### src/rtl/core/masked_opcode_match_table_unit_macros.svh
// assertion macros for the opcode match table
`ifndef MASKED_OPCODE_MATCH_TABLE_UNIT_MACROS_SVH
`define MASKED_OPCODE_MATCH_TABLE_UNIT_MACROS_SVH
// assert that a implies b on the next clock edge
`define MOMT_ASSERT_NEXT(label, clk, rst, a, b) \
   label: assert property (@(posedge clk) disable iff (rst) (a) |=> (b)) \
      else $error("assertion failed");
// assert that a implies b in the same cycle
`define MOMT_ASSERT_SAME(label, clk, rst, a, b) \
   label: assert property (@(posedge clk) disable iff (rst) (a) |-> (b)) \
      else $error("assertion failed");
`endif

### src/rtl/core/momt_pkg.sv
`timescale 1ns / 1ps
// ----------------------------------------------------------------------------
// momt_pkg
// shared types and codes of the opcode match table
// ----------------------------------------------------------------------------
package momt_pkg;
   localparam logic [1:0] OP_LOOKUP = 2'd0;
   localparam logic [1:0] OP_REG16  = 2'd1;
   localparam logic [1:0] OP_REG32  = 2'd2;
   // no operation, answers with the current count
   localparam logic [1:0] OP_NOP    = 2'd3;

   localparam logic [2:0] ST_OK         = 3'd0;
   localparam logic [2:0] ST_ILLEGAL    = 3'd1;
   localparam logic [2:0] ST_BAD_PREFIX = 3'd2;
   localparam logic [2:0] ST_NEVER      = 3'd3;
   localparam logic [2:0] ST_FULL       = 3'd4;

   typedef struct packed {
      logic [1:0]  operation;
      logic [31:0] instruction;
      logic [31:0] set_mask;
      logic [31:0] clear_mask;
      logic [31:0] first_exception_ones;
      logic [31:0] first_exception_zeros;
      logic [31:0] second_exception_ones;
      logic [31:0] second_exception_zeros;
   } req_type;

   typedef struct packed {
      logic [2:0] status;
      logic       matched;
      logic [7:0] entry_index;
      logic [8:0] registered_count;
   } rsp_type;

   // pattern as it lives in one cell
   typedef struct packed {
      logic        is_short;
      logic [31:0] ones;
      logic [31:0] zeros;
   } pat_type;

   typedef struct packed {
      logic        present;
      logic [31:0] ones;
      logic [31:0] zeros;
   } exc_type;

   function automatic logic mask_hit(logic [31:0] w, logic [31:0] o, logic [31:0] z);
      mask_hit = ((w & o) == o) && ((~w & z) == z);
   endfunction
endpackage

### src/rtl/core/momt_cell.sv
`timescale 1ns / 1ps
// ----------------------------------------------------------------------------
// momt_cell
// one table entry; matches the word passing by and forwards the best hit
// ----------------------------------------------------------------------------
module momt_cell #(
   parameter int EXC = 2,
   parameter int IW  = 8
) (
   input  logic                   clock,
   input  logic                   reset,
   input  logic                   write,
   input  momt_pkg::pat_type      wr_pat,
   input  momt_pkg::exc_type      wr_exc [EXC],
   input  logic [IW-1:0]          my_index,
   input  logic                   step,
   input  logic [31:0]            word,
   input  logic                   want_short,
   input  logic                   hit_prev,
   input  logic [IW-1:0]          idx_prev,
   output logic                   hit_out,
   output logic [IW-1:0]          idx_out
);
   logic              valid_ff;
   momt_pkg::pat_type pat_ff;
   momt_pkg::exc_type exc_ff [EXC];
   logic              here;
   logic              hit_ff;
   logic [IW-1:0]     idx_ff;
   logic              hit_in;
   logic [IW-1:0]     idx_in;

   always_ff @(posedge clock) begin
      if (reset) valid_ff <= 1'b0;
      else if (write) valid_ff <= 1'b1;
      if (write) begin
         pat_ff <= wr_pat;
         exc_ff <= wr_exc;
      end
   end

   always_comb begin
      here = valid_ff && (pat_ff.is_short == want_short) &&
             momt_pkg::mask_hit(word, pat_ff.ones, pat_ff.zeros);
      for (int k = 0; k < EXC; k++)
         if (exc_ff[k].present && momt_pkg::mask_hit(word, exc_ff[k].ones, exc_ff[k].zeros))
            here = 1'b0;
      // later cells are newer, so a local hit overrides what came in
      hit_in = here | hit_prev;
      idx_in = here ? my_index : idx_prev;
   end

   always_ff @(posedge clock) begin
      if (reset) hit_ff <= 1'b0;
      else if (step) hit_ff <= hit_in;
      if (step) idx_ff <= idx_in;
   end

   assign hit_out = hit_ff;
   assign idx_out = idx_ff;
endmodule

### config.mk
export PLATFORM = sky130hd
export DESIGN_NAME = momt_cell
export DESIGN_NICKNAME = d
export VERILOG_FILES = /design/src/rtl/core/masked_opcode_match_table_unit_macros.svh /design/src/rtl/core/momt_pkg.sv /design/src/rtl/core/momt_cell.sv
export SDC_FILE = /design/constraint.sdc
export NUM_CORES = 1
export LEC_CHECK = 0
export ABC_AREA = 1
export BUFFER_PORTS_ARGS = -buffer_cell sky130_fd_sc_hd__clkbuf_2
export CAP_MARGIN = 10
export CELL_PAD_IN_SITES_DETAIL_PLACEMENT = 1
export CELL_PAD_IN_SITES_GLOBAL_PLACEMENT = 2
export CORE_ASPECT_RATIO = 0.8
export CORE_MARGIN = 4
export CORE_UTILIZATION = 30
export CTS_CLUSTER_SIZE = 8
export DETAILED_ROUTE_END_ITERATION = 8
export PLACE_DENSITY_LB_ADDON = 0.1
export SYNTH_ARGS = -nofsm -noshare
export SYNTH_HDL_FRONTEND = slang
export SYNTH_SLANG_ARGS = --single-unit
### constraint.sdc
create_clock -name clock -period 2.6 [get_ports clock]
set_input_delay 0.39 -clock clock [delete_from_list [all_inputs] [get_ports clock]]
set_output_delay 0.39 -clock clock [all_outputs]
set_load 0.02 [all_outputs]
==> results.py, run 1 <==
metrics = {
    "cts": {
        "cts-buffers-inserted": 29,
        "clock-sinks": 205,
        "cts-root-buf": "clkbuf_16",
        "cts.reportedPaths.clkPinSlew_ns": 0.06,
        "maximum_clock_insertion_buffer_count": 3,
        "ctsHtreeMaxLevel": 1,
        "cts_tree": "done",
        "clock_latency_ns": 0.54,
    },
    "die": {
        "core.rowCount": 52,
        "dieArea_sq_um": 29100,
        "core_area_sq_um": 25600,
        "io_pins": 258,
        "floorplan.die.height_um": 153,
        "die-width_um": 190,
        "initial_core_utilization_pct": 30.9,
    },
    "setup_path": {
        "worst-endpoint-arrival_ns": 2.16,
        "rr_worst_depth": 10,
        "start_kind": "flip-flop",
        "timing.reg2reg.setup_slack_ns": 0.73,
        "critical_path.most_common_cell": "nand2_1",
        "crit_path_end_kind": "flip-flop",
        "crit_chain": "nand2_1 > nand2_1 > nor2_1 > nand2_1 > nor2_4 > nand3_4 > nor2_8 > nand3_4 > nand2_1 > nand2_1",
        "req_time_crit_path_ns": 2.88,
        "setup.worst_path.class": "reg -> reg",
        "critical_path_depth": 10,
        "critical-path-slowest-cell": "edfxtp_1",
        "worst-path-buf-inv": 0,
        "crit-reg2reg-capture": "idx_out[6]",
        "r2r-start": "pat_ff[46]",
        "worst_path_dominant_cell_family": "simple AND/OR/NAND/NOR gates",
        "largest_stage_delay_on_the_critical_path_ns": 0.35,
        "crit_path_max_fanout": 9,
    },
    "global_route": {
        "grt.overflow.total": 0,
        "grt_antenna_before_repair": 0,
        "grt.total_usage_pct": 18.1,
        "grt_pass1_wl_um": 39000,
        "grt_max_degree": 58,
        "number_of_global_route_vias_before_repair": 6436,
    },
    "synth": {
        "synth_seq_cells": 205,
        "mappedNetlistArea_sq_um": 7920,
        "synth.yosys.warnings": 0,
        "distinct_cells_synth": 24,
        "syn_area_per_cell_sq_um": 12.6,
        "synth-seq-area-share_pct": 77.5,
        "synth_instances": 629,
        "syn-num-nets": 878,
    },
    "timing": {
        "setup_repair_after_global_routing_missed_its_margin": "false",
        "worst_slew_pin_slew_ns": 0.511,
        "setup_viols_final": 0,
        "timing.fmax_mhz": 534,
        "period_minus_slack_ns": 1.87,
        "hold_viol": 0,
        "slew_viol_final": 0,
        "timing.final.crit_share_pct": 72.0,
        "timing.clock.skew_ns": 0.00819,
        "timing.hold.ws_ns": 0.0237,
        "slew_headroom_pct": 65.9,
        "totalNegativeSetupSlack_ns": 0,
    },
    "min_path": {
        "hold_depth": 1,
        "worstHoldStart": "wr_pat[7]",
        "min_to": "pat_ff[7]",
        "worstHoldPathType": "in -> reg",
    },
    "placement": {
        "placer_congestion": 0.833,
        "hpwl_um": 21000,
        "io_buffers": 257,
    },
    "drt": {
        "drc_errors": 0,
        "detail_route.vias_per_cell": 4.36,
        "detailedRoute.firstIterationViolations": 272,
        "route.detailed.wl_per_inst_um": 20.2,
        "detail-route-antenna-nets": 0,
        "drt_pre_antenna_iters": 4,
        "detailroute.via_count": 5816,
        "routed_wirelength_um": 26900,
    },
    "cells_and_area": {
        "syn2layout_area_growth_pct": 38.9,
        "design.final.nets": 1220,
        "highest_count_cells_in_the_layout_ignoring_fill_and_taps": "285 x nand2_1, 256 x clkbuf_2, 203 x edfxtp_1, 49 x dlygate4sd3_1, 46 x nor2_1",
        "post_route_cells_drive_above_1_share_pct": 34.3,
        "post_layout_util_pct": 42.9,
        "layout.cells.most_common": "nand2_1",
        "fillers": 2882,
    },
    "flow_run": {
        "drv.max_cap_violation_count": 0,
    },
    "power": {
        "ir_worst_vdd_v": 0.000471,
        "power-per-cell-area_nw_per_um2": 734,
        "total_leakage_power_uw": 0.00488,
    },
    "status": {
        "outcome": "complete, no violations",
    },
}
## synthesized netlist by cell type
master | count | area share [%]
nor3_1 | 2 | 0.13
nand3_1 | 4 | 0.25
nor2_2 | 3 | 0.24
inv_1 | 15 | 0.71
nor2_8 | 1 | 0.25
nand2_1 | 285 | 14
o21bai_1 | 1 | 0.095
nor2_4 | 3 | 0.43
nand4_1 | 19 | 1.5
o21ai_1 | 1 | 0.063
a21oi_1 | 1 | 0.063
edfxtp_1 | 203 | 77
nor2_1 | 46 | 2.2
nor3_2 | 2 | 0.25
or2_1 | 1 | 0.079
nand2_4 | 1 | 0.14
a21oi_2 | 1 | 0.11
nand2_2 | 1 | 0.079
a21boi_0 | 1 | 0.095
nand3_4 | 3 | 0.66
a22oi_1 | 1 | 0.095
inv_2 | 30 | 1.4
dfxtp_1 | 2 | 0.51
o21ai_0 | 2 | 0.13
## final cells by class
cell class              count  area, sq um  area share [%]
repair buffers            311         1860            16.9
flip-flops and latches    205         6140            55.8
well taps                 351          439            3.99
clock inverters             2         12.5           0.114
multi-input cells         379         1610            14.7
clock buffers              40          767            6.97
diodes                      1         2.50          0.0228
inverters                  45          169            1.54
## what timing repair did
action / 4_1_cts / 5_1_grt
hold buffers: 49 / 0
gates resized for setup: 0 / 0
buffers inserted: 0 / 0
hold endpoints to repair: 49 / 0
## cell families (layout without fill, tap and decap cells)
group	count (synthesis)	after routing	share of synthesized area, %
AOI/OAI and AO/OA	8	8	0.648
and+or+nand+nor	371	371	19.7
buffers and inverters	45	398	2.13
DFF	205	205	77.5
other	0	1	0
## flip-flops by register name, indices dropped and copies added (netlist names)
signal	count
hit_out	1
exc_ff	130
valid_ff	1
idx_out	8
pat_ff	65
## where the power goes
group	leakage [uW]	switching, uW	internal [uW]	total [uW]
sequential	0.00200	72.6	3930	4000
clock	0.000376	1360	2000	3360
combinational	0.00250	414	296	710
## how the worst max path moves through the flow
stage | start | endpoint | slack [ns]
after floorplan | word[6] | idx_out[0] | 1.11
after global placement | word[14] | idx_out[3] | 0.49
after detailed placement | word[19] | idx_out[6] | 0.44
after CTS | pat_ff[46] | idx_out[6] | 0.68
after global routing | pat_ff[36] | idx_out[6] | 0.57
final | pat_ff[46] | idx_out[6] | 0.73
## metrics by stage
step                cell area (sq um)  std cells  worst slack, ns  total power, uW
finish                          11000       1334            0.727             8070
floorplan                        7920        629             1.11             4260
detailed placement               9730       1242            0.441             4730
global route                    11000       1333            0.567             8420
global placement                 9730       1242            0.490             4710
CTS                             11000       1333            0.680             8210
## per-layer routing
metal | vias to the layer above | wire [um] | GRT usage (%)
met1 | 2763 | 11800 | 25.2
met4 | 0 | 496 | 3.86
met5 | - | 0 | 0
met2 | 200 | 12800 | 29.5
li1 | 2814 | - | -
met3 | 39 | 1810 | 3.69
## worst register-to-register path: stages (launching register included)
cell      delay [ns]
edfxtp_1        0.35
nand2_1         0.10
nand2_1         0.10
nor2_1          0.16
nand2_1         0.13
nor2_4          0.17
nand3_4         0.12
nor2_8          0.18
nand3_4         0.15
nand2_1         0.10
nand2_1         0.06
No activity file was read; power rests on OpenSTA's default activity.
==> run 2: changes to the inputs <==
- ABC_AREA: 1 -> 0
- clock period: 2.6 -> 1.75 ns (I/O delays scaled with it)
==> run 2 against run 1 <==
  * The flow now finishes with violations (negative setup slack)
  * Via count grew 1.6%
  * Sequential cell count unchanged
  * Clock skew down 0.00073 ns
  * Routed wire length up 3.3%
  * Largest cell class unchanged
  * Area after synthesis shrank 5.5%
==> results.py, run 2 <==
metrics = {
    "cts": {
        "clock-sinks": 205,
        "cts_tree": "done",
        "maximum_clock_insertion_buffer_count": 3,
        "cts-root-buf": "clkbuf_16",
        "cts.reportedPaths.clkPinSlew_ns": 0.05,
        "cts-buffers-inserted": 29,
        "cts.repair_timing.setup_buffer_count": 0,
        "ctsHtreeMaxLevel": 1,
        "clock_latency_ns": 0.53,
    },
    "global_route": {
        "grt_max_degree": 54,
        "grt.total_usage_pct": 19.7,
        "grt_antenna_before_repair": 0,
        "grt.overflow.total": 0,
        "number_of_global_route_vias_before_repair": 6687,
        "grt_pass1_wl_um": 40100,
    },
    "setup_path": {
        "setup.worst_path.class": "reg -> reg",
        "critical-path-slowest-cell": "or4_4",
        "worst-endpoint-arrival_ns": 3.19,
        "worst-path-buf-inv": 1,
        "largest_stage_delay_on_the_critical_path_ns": 0.55,
        "crit-reg2reg-capture": "idx_out[7]",
        "crit_path_max_fanout": 9,
        "critical_path.most_common_cell": "or4_4",
        "req_time_crit_path_ns": 2.02,
        "start_kind": "flip-flop",
        "timing.reg2reg.setup_slack_ns": -1.17,
        "crit_path_end_kind": "flip-flop",
        "crit_chain": "a22o_1 > a211oi_2 > nand3_2 > or4_4 > or4_4 > a211oi_4 > buf_12 > mux2_2",
        "r2r-start": "pat_ff[5]",
        "worst_path_dominant_cell_family": "simple AND/OR/NAND/NOR gates",
        "rr_worst_depth": 8,
    },
    "timing": {
        "timing.final.crit_share_pct": 167,
        "setup_viols_final": 9,
        "timing.fmax_mhz": 343,
        "worst_slack_ns": -1.17,
        "worst_slew_pin_slew_ns": 0.587,
        "slew_headroom_pct": 60.8,
        "totalNegativeSetupSlack_ns": -9.95,
        "hold_viol": 0,
        "timing.hold.ws_ns": 0.0350,
        "timing.clock.skew_ns": 0.00746,
        "period_minus_slack_ns": 2.92,
        "setup_repair_after_global_routing_missed_its_margin": "true",
        "slew_viol_final": 0,
    },
    "min_path": {
        "min_to": "idx_out[3]",
        "worstHoldPathType": "in -> reg",
        "hold_depth": 2,
        "worstHoldStart": "idx_prev[3]",
    },
    "power": {
        "power-per-cell-area_nw_per_um2": 979,
        "total_leakage_power_uw": 0.00526,
        "netSwitchingPower_uw": 2720,
        "clockPowerShare_pct": 40.6,
        "power_frac_comb_pct": 11.1,
        "seq_power_share_pct": 48.4,
        "p_int_uw": 9590,
        "ir_worst_vdd_v": 0.000624,
        "switching_share_pct": 22.1,
    },
    "die": {
        "die-width_um": 185,
        "core_area_sq_um": 24400,
        "dieArea_sq_um": 27600,
        "io_pins": 258,
        "core.rowCount": 51,
        "initial_core_utilization_pct": 30.6,
        "floorplan.die.height_um": 149,
    },
    "cells_and_area": {
        "highest_count_cells_in_the_layout_ignoring_fill_and_taps": "256 x clkbuf_2, 203 x edfxtp_1, 197 x dlygate4sd3_1, 69 x buf_4, 34 x inv_1",
        "design.final.nets": 1212,
        "register_with_the_highest_flop_count": "exc_ff",
        "syn2layout_area_growth_pct": 67.9,
        "fillers": 2474,
        "antennaDiodeCount": 0,
        "layout.cells.most_common": "clkbuf_2",
        "final-instance-count-excl-fill": 1293,
        "post_route_cells_drive_above_1_share_pct": 38.8,
        "post_layout_util_pct": 51.4,
        "number_of_flip_flops_in_the_largest_register": 130,
    },
    "synth": {
        "synth.yosys.warnings": 0,
        "yosys_most_used_dff": "edfxtp_1",
        "distinct_cells_synth": 32,
        "async_reset_ff_share_pct": 0,
        "synth.largest_area_cell": "edfxtp_1",
        "synth_largest_type_area_fraction_pct": 81.4,
        "syn-num-nets": 654,
        "cell_types_occupying_the_most_area_after_synthesis": "edfxtp_1 81%, mux2i_1 2.8%, a22oi_1 1.9%",
        "synthMostInstantiatedCell": "edfxtp_1",
        "synth_seq_cells": 205,
        "mappedNetlistArea_sq_um": 7480,
        "synth-seq-area-share_pct": 82.0,
        "synth_edf_count": 203,
        "top_cell_types_by_occurrence_after_synthesis": "203 x edfxtp_1, 34 x inv_1, 21 x mux2i_1, 19 x a22oi_1, 19 x nand2_1",
        "syn_area_per_cell_sq_um": 18.5,
        "synth_instances": 405,
    },
    "placement": {
        "hpwl_um": 19500,
        "placer_congestion": 0.811,
        "io_buffers": 257,
        "numPlacedInstances": 1053,
        "pre_cts_slack_ns": -1.20,
    },
    "drt": {
        "route.detailed.wl_per_inst_um": 21.5,
        "drc_errors": 0,
        "drt_pre_antenna_iters": 4,
        "detailroute.via_count": 5909,
        "detail-route-antenna-nets": 0,
        "detail_route.vias_per_cell": 4.57,
        "routed_wirelength_um": 27800,
        "detailedRoute.firstIterationViolations": 410,
    },
    "status": {
        "failing_checks": "negative setup slack",
        "outcome": "finished, violations left",
    },
    "flow_run": {
        "drv.max_cap_violation_count": 0,
    },
}
==> run 2: worst max path at each step <==
stage	startpoint	to	slack, ns	cells past startpoint
CTS	pat_ff[5]	idx_out[1]	-1.18	8
finish	pat_ff[5]	idx_out[7]	-1.17	8
global placement	word[24]	idx_out[0]	-1.16	9
floorplan	pat_ff[5]	idx_out[0]	-0.93	7
detailed placement	pat_ff[5]	idx_out[5]	-1.20	8
global route	pat_ff[5]	idx_out[1]	-1.22	8
==> run 2: what timing repair did <==
| action | CTS | global route |
|---|---|---|
| setup endpoints to repair | 9 | 9 |
| pin swaps | 0 | 1 |
| resized for setup | 4 | 5 |
| endpoints found under the hold margin | 197 | 0 |
| hold buffers | 197 | 0 |
==> run 2: kinds of logic after synthesis <==
logic type | count (synthesis) | synth area share [%]
multiplexers | 29 | 4.01
XOR/XNOR | 1 | 0.117
AO/OA/AOI/OAI | 71 | 7.49
buffers and inverters | 34 | 1.71
AND/OR/NAND/NOR | 65 | 4.70
flip-flops | 205 | 82.0
==> run 2: stage by stage <==
step                      area (sq um)  total power, uW
after detailed placement          9780             7030
final                            12600            12300
after global routing             12600            12800
after floorplan                   7480             6250
after global placement            9780             7000
after CTS                        12500            12400
==> run 2: final cells by class <==
type	count	area [sq um]	share of cell area (%)
Tap cell	318	398	3.17
Timing Repair Buffer	527	3860	30.7
Clock inverter	2	13.8	0.109
Sequential cell	205	6140	48.8
Multi-Input combinational cell	166	1260	10.0
Inverter	34	128	1.02
Clock buffer	41	771	6.13
==> run 2: power by group through the flow <==
stage / Clock (uW) / Sequential (uW) / Combinational, uW
final: 5000 / 5950 / 1360
after global routing: 5330 / 5980 / 1470
after CTS: 5100 / 5950 / 1360
after detailed placement: 0 / 6040 / 986
after global placement: 0 / 6020 / 973
after floorplan: 0 / 6030 / 220
==> run 2: layer usage <==
metal	GRT usage, %	vias to the layer above	routed length (um)
met1	26.8	2907	11900
met2	32.8	226	13300
met4	4.21	0	497
met3	4.44	31	2060
met5	0	-	0
li1	-	2745	-
==> run 3: changes to the inputs <==
- MAX_ROUTING_LAYER: not set -> met4
==> run 3 against run 2 <==
  * The run still ends with negative setup slack left
  * Sequential share of layout area barely moved
  * Critical path type unchanged
  * Largest power group unchanged
  * Final area about the same
  * Clock-buffer cell count unchanged
  * Register-to-register slack lost 0.03 ns
  * Final cell count is essentially flat
  * Clock power about the same
==> results.py, run 3 (synthesis results as in run 2) <==
metrics = {
    "status": {
        "outcome": "finished, violations left",
        "failing_checks": "negative setup slack",
    },
    "drt": {
        "detail-route-antenna-nets": 0,
        "route.detailed.wl_per_inst_um": 21.4,
        "drc_errors": 0,
        "routed_wirelength_um": 27700,
        "detailroute.via_count": 5944,
        "drt_pre_antenna_iters": 6,
        "detail_route.vias_per_cell": 4.59,
        "detailedRoute.firstIterationViolations": 401,
    },
    "cells_and_area": {
        "layout.cells.most_common": "clkbuf_2",
        "syn2layout_area_growth_pct": 68.0,
        "post_route_cells_drive_above_1_share_pct": 38.9,
        "number_of_flip_flops_in_the_largest_register": 130,
        "register_with_the_highest_flop_count": "exc_ff",
        "final_area_sq_um": 12600,
        "design.final.nets": 1212,
        "highest_count_cells_in_the_layout_ignoring_fill_and_taps": "256 x clkbuf_2, 203 x edfxtp_1, 197 x dlygate4sd3_1, 69 x buf_4, 34 x inv_1",
    },
    "setup_path": {
        "start_kind": "flip-flop",
        "worst_path_dominant_cell_family": "compound AO/OA/AOI/OAI gates",
        "crit_chain": "inv_1 > o22ai_1 > a221oi_1 > buf_4 > nand4_1 > or4_4 > a211oi_4 > buf_12 > mux2_2",
        "critical-path-slowest-cell": "or4_4",
        "largest_stage_delay_on_the_critical_path_ns": 0.57,
        "req_time_crit_path_ns": 2.02,
        "setup.worst_path.class": "reg -> reg",
        "worst-path-buf-inv": 3,
        "crit_path_max_fanout": 9,
        "crit_path_end_kind": "flip-flop",
        "worst-endpoint-arrival_ns": 3.22,
    },
    "timing": {
        "timing.final.crit_share_pct": 169,
        "timing.fmax_mhz": 339,
        "worst_slack_ns": -1.20,
        "worst_slew_pin_slew_ns": 0.625,
        "timing.hold.ws_ns": 0.0374,
        "slew_viol_final": 0,
        "slew_headroom_pct": 58.3,
        "timing.clock.skew_ns": 0.0125,
        "setup_repair_after_global_routing_missed_its_margin": "true",
        "hold_viol": 0,
        "setup_viols_final": 9,
        "period_minus_slack_ns": 2.95,
    },
    "die": {
        "initial_core_utilization_pct": 30.6,
        "core.rowCount": 51,
        "core_area_sq_um": 24400,
        "floorplan.die.height_um": 149,
        "die-width_um": 185,
        "io_pins": 258,
        "dieArea_sq_um": 27600,
    },
    "power": {
        "total_leakage_power_uw": 0.00526,
        "power-per-cell-area_nw_per_um2": 980,
        "ir_worst_vdd_v": 0.000615,
    },
    "placement": {
        "post_dp_cell_area_sq_um": 9780,
        "hpwl_um": 19500,
        "placer_congestion": 0.823,
        "io_buffers": 257,
    },
    "cts": {
        "maximum_clock_insertion_buffer_count": 3,
        "ctsHtreeMaxLevel": 1,
        "cts-root-buf": "clkbuf_16",
        "cts.repair_timing.setup_buffer_count": 0,
        "clock-sinks": 205,
        "cts.reportedPaths.clkPinSlew_ns": 0.05,
        "cts-buffers-inserted": 29,
        "clock_latency_ns": 0.53,
        "cts_tree": "done",
    },
    "min_path": {
        "worstHoldPathType": "in -> reg",
    },
    "global_route": {
        "grt.overflow.total": 0,
        "grt_antenna_before_repair": 0,
        "grt.total_usage_pct": 20.3,
        "grt_pass1_wl_um": 40100,
        "number_of_global_route_vias_before_repair": 6681,
        "grt_max_degree": 54,
    },
    "flow_run": {
        "drv.max_cap_violation_count": 0,
    },
}
==> run 3: changes by cell type in the layout (fill, tap and decap cells not counted), sizes merged <==
cell,before,now
diode,0,1
==> run 3: worst paths after layout <==
kind | startpoint | end | slack (ns) | cells after the start
setup / recovery | pat_ff[43] | idx_out[7] | -1.20 | 9
hold / removal | idx_prev[3] | idx_out[3] | 0.04 | 2
hold reg to reg | valid_ff | valid_ff | 0.58 | 3
setup reg to reg | pat_ff[43] | idx_out[7] | -1.20 | 9
==> run 3: worst register-to-register path, cell delays in order, from the launching register on <==
cell and delay [ns]:
edfxtp_1 0.40, inv_1 0.08, o22ai_1 0.08, a221oi_1 0.52, buf_4 0.21, nand4_1 0.07
or4_4 0.57, a211oi_4 0.23, buf_12 0.17, mux2_2 0.34
==> run 3: per-layer routing <==
| layer | up-vias | GRT usage (%) | part of all wire (%) | wire length, um |
|---|---|---|---|---|
| li1 | 2743 | - | - | - |
| met1 | 2925 | 27.4 | 44 | 12300 |
| met2 | 241 | 32.7 | 48 | 13300 |
| met3 | 35 | 3.44 | 5.9 | 1640 |
| met4 | 0 | 4.47 | 1.9 | 537 |
| met5 | - | - | 0 | 0 |
==> run 3: report_power, final <==
| part | switching [uW] | leakage, uW | total (uW) | internal [uW] |
|---|---|---|---|---|
| clock | 2010 | 0.000380 | 5000 | 2990 |
| combinational | 603 | 0.00288 | 1370 | 763 |
| sequential | 113 | 0.00200 | 5950 | 5840 |
==> run 3: metrics by stage <==
step / util, % / cells / total power, uW / setup TNS, ns / worst slack (ns)
floorplan: - / 405 / 6250 / -7.94 / -0.927
global placement: 40.0 / 1053 / 7000 / -10.17 / -1.16
detailed placement: 40.0 / 1053 / 7030 / -10.47 / -1.20
CTS: 51.3 / 1293 / 12400 / -10.11 / -1.18
global route: 51.5 / 1293 / 12800 / -10.48 / -1.22
finish: 51.5 / 1294 / 12300 / -10.27 / -1.20
==> run 3: cell type report <==
class	count	area [sq um]
diodes	1	2.50
well taps	318	398
clock inverters	2	13.8
inverters	34	128
repair buffers	527	3860
clock buffers	41	771
multi-input cells	166	1260
fillers	2474	11900
flip-flops and latches	205	6140
==> run 3: timing repair <==
action / CTS / global route
pin swaps: 0 / 1
resized for setup: 4 / 6
gates cloned: 0 / 0
hold endpoints to repair: 197 / 0
hold buffers: 197 / 0
endpoints found under the setup margin: 9 / 9
